**config.mk**
```make
export PLATFORM = sky130hd
export DESIGN_NAME = mhpq_ram
export DESIGN_NICKNAME = d
export VERILOG_FILES = /design/src/hw/rtl/mhpq_ram.sv
export SDC_FILE = /design/constraint.sdc
export NUM_CORES = 2
export LEC_CHECK = 0
export ABC_AREA = 0
export ABC_CLOCK_PERIOD_IN_PS = 5090
export BUFFER_PORTS_ARGS = -buffer_cell sky130_fd_sc_hd__buf_2
export CAP_MARGIN = 15
export CELL_PAD_IN_SITES_DETAIL_PLACEMENT = 1
export CELL_PAD_IN_SITES_GLOBAL_PLACEMENT = 2
export CORE_MARGIN = 2
export CORE_UTILIZATION = 53
export CTS_BUF_LIST = sky130_fd_sc_hd__clkbuf_16
export DETAILED_ROUTE_END_ITERATION = 6
export PLACE_DENSITY = 0.8
export SLEW_MARGIN = 30
export SYNTH_ARGS = -nofsm -noshare
export SYNTH_HDL_FRONTEND = slang
export SYNTH_SLANG_ARGS = --single-unit
```
**constraint.sdc**
```tcl
create_clock -name clock -period 5.09 [get_ports clock]
set_clock_uncertainty 0.05 [all_clocks]
set_input_delay 1.018 -clock clock [delete_from_list [all_inputs] [get_ports clock]]
set_output_delay 1.018 -clock clock [all_outputs]
set_load 0.01 [all_outputs]
```
**src/hw/rtl/mhpq_ram.sv**
```systemverilog
module mhpq_ram #(
   parameter int DEPTH = 128,
   parameter int WIDTH = 32,
   parameter int AW    = (DEPTH > 1) ? $clog2(DEPTH) : 1
) (
   input  logic             clock,
   input  logic             wr_en,
   input  logic [AW-1:0]    wr_addr,
   input  logic [WIDTH-1:0] wr_data,
   input  logic [AW-1:0]    rd_addr_a,
   input  logic [AW-1:0]    rd_addr_b,
   output logic [WIDTH-1:0] rd_data_a,
   output logic [WIDTH-1:0] rd_data_b
);

   logic [WIDTH-1:0] mem [DEPTH];

   always_ff @(posedge clock) begin
      if (wr_en) begin
         mem[wr_addr] <= wr_data;
      end
      rd_data_a <= mem[rd_addr_a];
      rd_data_b <= mem[rd_addr_b];
   end

endmodule

```
# After elaboration in Yosys (flattened, before gate mapping)
# Memories as Yosys holds them, arrays and structs flattened. A register that Yosys moved wholly into a read port is not among the register bits.
# Index checks and enable logic that the tools add are counted.
[classes]
add_sub_neg = 0
mul = 0
n_div = 0
n_lt_le_gt_ge = 0
n_eq_ne = 0
n_shift = 0
muxes = 2
bitwise_logic = 0
reduce_logical = 0
[ops]
columns = ["cell", "count"]
rows = [
  ["1-bit 2-to-1 mux", 2],
]
[word_totals]
reg_bits = 0
latch_bits = 0
ram_bits = 4096
mem_bits_ro = 0
in_bits = 55
output_inout_bits = 64
n_memories = 1
[mem_list]
columns = ["name", "depth", "word_bits", "rd", "rd_clocked_by_memory_dff", "write_ports", "line_no", "source"]
rows = [
  ["mem", 128, 32, 2, 2, 1, "16", "logic [WIDTH-1:0] mem [DEPTH];"],
]

# Longest topological paths before layout
[depth]
ltp_word = 2
mapped_depth = 8
mapped_depth_nobuf = 4

# Least setup slack after synthesis
# No wires, ideal clock.
[synth_path]
path_type = "input-to-reg"
from = "input wr_en"
to = "memory mem[98][0], enable pin"
arrival_ps = 3796
path_slack_ps = 783
stages = 3
path_buffers = 1
cell_sequence = "clkbuf_1 > nand4_1 > nor3_1"
[synth_via]
elab_chain_cells = 2
[synth_rtl]
columns = ["item", "line_no", "source"]
rows = [
  ["from (decl)", "7", "input logic wr_en,"],
  ["1-bit 2-to-1 mux", "19", "if (wr_en) begin"],
  ["1-bit 2-to-1 mux (not written as such)", "20", "mem[wr_addr] <= wr_data;"],
  ["to (decl)", "16", ""],
]
# No other way between the ends.

==> results.sh <==
export IMPL_start_util_pct=53.2
export IMPL_synthesis_nets=7756
export IMPL_irDropWorstVdd_v=0.000306
export IMPL_drt_initial_drc_count=16632
export IMPL_yosysTopAreaCell="edfxtp_1"
export IMPL_arrival_ns=4.38
export IMPL_place_area_um2=200000
export IMPL_rows=219
export IMPL_total_power_mw=75.8
export IMPL_core_area_um2=355000
export IMPL_cts_max_level=5
export IMPL_wl_per_cell_um=46.6
export IMPL_cts_root_buf="clkbuf_16"
export IMPL_synth_seq_cells=4160
export IMPL_grt_max_degree=129
export IMPL_clock_latency_ns=1.01
export IMPL_synth_area_leaders="edfxtp_1, mux4_2, clkbuf_1"
export IMPL_period_share_pct=70.3
export IMPL_start_kind="input pin"
export IMPL_ctsResizeCount=0
export IMPL_synth_compound_area_share_pct=0
export IMPL_power_density_nw_per_um2=354
export IMPL_cp_required_ns=5.89
export IMPL_layout_commonest_cell="edfxtp_1"
export IMPL_place_congestion=0.841
export IMPL_grt_pass1_wl_um=859000
export IMPL_max_freq_ghz=0.279
export IMPL_cts_setup_buffers=0
export IMPL_drc=0
export IMPL_cellLeakagePower_nw=65.7
export IMPL_io_pins=119
export IMPL_most_common_layout_cells="edfxtp_1, mux4_2, clkbuf_16"
export IMPL_grt_pass1_vias=104261
export IMPL_critPathSlowestCell="mux4_2"
export IMPL_path_cells="buf_12 > buf_12 > buf_4 > mux4_2 > mux4_2 > mux4_2 > mux2_2"
export IMPL_cts_clk_slew_worst_paths_ns=0.06
export IMPL_drive_gt1_share_pct=48.2
export IMPL_setup_viol=0
export IMPL_critical_path_class="input pin to flop"
export IMPL_cts_tree="yes"
export IMPL_cts_made_buffers=425
export IMPL_synth_top_family_by_area="multiplexers"
export IMPL_max_stage_delay_ns=0.66
export IMPL_worstMarginPinSlew_ns=1.07
export IMPL_netlist_area_um2=189000
export IMPL_synthCells=7701
export IMPL_synth_distinct_cells=17
export IMPL_whs_ns=0.376
export IMPL_num_vias=101446
export IMPL_die_w_um=601
export IMPL_synthMuxAreaShare_pct=32.5
export IMPL_wl_met2_um=297000
export IMPL_clkPwrFrac_pct=41.2
export IMPL_rsz0062_at_grt="false"
export IMPL_hold_path_class="input pin to flop"
export IMPL_design_area_um2=214000
export IMPL_critical_path_top_delay_family="multiplexers"
export IMPL_cap_violations=0
export IMPL_synth_top_area_share_pct=65.2
export IMPL_areaGrowthSynthToFinish_pct=13.5
export IMPL_min_period_ns=3.58
export IMPL_outcome="complete, no violations"
export IMPL_synth_avg_cell_area_um2=24.5
export IMPL_die_y_um=601
export IMPL_track_usage_pct=34.5
export IMPL_antenna_found_initial=87
export IMPL_clk_path_buf_depth=4
export IMPL_die_area_um2=361000
export IMPL_routed_top_layer="met5"
export IMPL_port_buffers=118
export IMPL_n_fill_cell=28095
export IMPL_route_met3_wl_um=78600
export IMPL_ctsHoldBuffers=0
export IMPL_critPathMostFrequentCell="mux4_2"
export IMPL_max_slew_margin_pct=28.7
export IMPL_pwr_share_seq_pct=50.4
export IMPL_synth_xor_area_share_pct=0
export IMPL_critPathMaxFanout=45
export IMPL_synth_simple_area_share_pct=0.369
export IMPL_grt_overflow=0
export IMPL_finalHoldViolCount=0
export IMPL_crit_buf_inv=3
export IMPL_clock_sinks=4160
export IMPL_wl_met1_um=211000
export IMPL_final_net_count=8182
export IMPL_synth_sequential_area_ratio_pct=65.8
export IMPL_synth_adder_area_share_pct=0
export IMPL_pwr_share_comb_pct=8.4
export IMPL_switching_power_mw=17.6
export IMPL_internal_power_mw=58.3
export IMPL_end_kind="flop"
export IMPL_ys_warn_count=0
export IMPL_antenna_left=0
export IMPL_dpl_hpwl_um=362000
export IMPL_p_sw_share_pct=23.2
export IMPL_via_per_inst=7.58
export IMPL_final_setup_tns_ns=0
export IMPL_drtPass1Iterations=6
export IMPL_maxSlewViolCount=0
export IMPL_wl_um=624000
state kept, by name (all words and copies together), names as in the netlist:
name / cells
mem: 4096
rd_data_a: 32
rd_data_b: 32
synth_stat cells:
cell type,n
nand2b_1,2
edfxtp_1,4096
dfxtp_1,64
mux4_2,2688
or3_1,1
nand4_1,3
mux2_2,64
nor2_1,122
buf_6,2
nor2b_1,7
buf_1,132
buf_4,17
clkbuf_1,365
nand3_1,12
nor3_1,9
buf_2,103
nand2_1,14
worst reg2reg max path: cells and delay by family, from the launching register on:
kind          cells  cell delay, ns
flip-flops        1            0.44
multiplexers      4            2.14
area by class of cell:
class | instances | area, um^2 | area share, %
antenna | 134 | 335 | 0.157
clock buffer | 438 | 11000 | 5.12
clock inverter | 359 | 2730 | 1.28
multi-input combinational | 2922 | 62900 | 29.4
sequential | 4160 | 124000 | 58.0
tap | 4751 | 5940 | 2.77
timing repair buffer | 618 | 7070 | 3.30
metrics by stage:
| stage | utilization (%) | worst slack, ns | cells |
|---|---|---|---|
| finish | 60.3 | 1.51 | 13382 |
| global placement | 56.3 | 0.703 | 12448 |
| global route | 60.3 | 1.53 | 13367 |
| floorplan | - | 0.783 | 7701 |
| CTS | 60.2 | 1.67 | 13245 |
| detailed placement | 56.3 | 0.693 | 12448 |
path summary, 6_finish.rpt:
| check | slack [ns] | start | depth (start not counted) | end |
|---|---|---|---|---|
| worst min-delay path | 0.38 | wr_data[20] | 1 | mem[85][20] |
| worst min register to register | 1.11 | mem[68][16] | 4 | rd_data_b[16] |
| worst max register to register | 2.34 | mem[117][27] | 4 | rd_data_b[27] |
| worst max-delay path | 1.51 | rd_addr_b[0] | 7 | rd_data_b[7] |
metal layers:
metal  GRT usage [%]  vias to the layer above
met5               0                        -
met1            46.2                    55715
met2            53.6                     7846
li1                -                    36375
met3            8.63                     1474
met4            17.3                       36
cell families after synthesis:
logic type / count (synthesis)
buffers and inverters: 619
flip-flops: 4160
multiplexers: 2752
AND/OR/NAND/NOR: 170
power by group through the flow:
stage	clock [mW]	sequential (mW)	combinational [mW]
finish	31.3	38.2	6.34
global placement	0	38.9	6.08
global route	32.7	38.2	6.55
CTS	31.4	38.2	6.24
floorplan	0	38.7	3.57
detailed placement	0	38.9	6.20
Note: power is estimated with default switching activity, not from simulation.
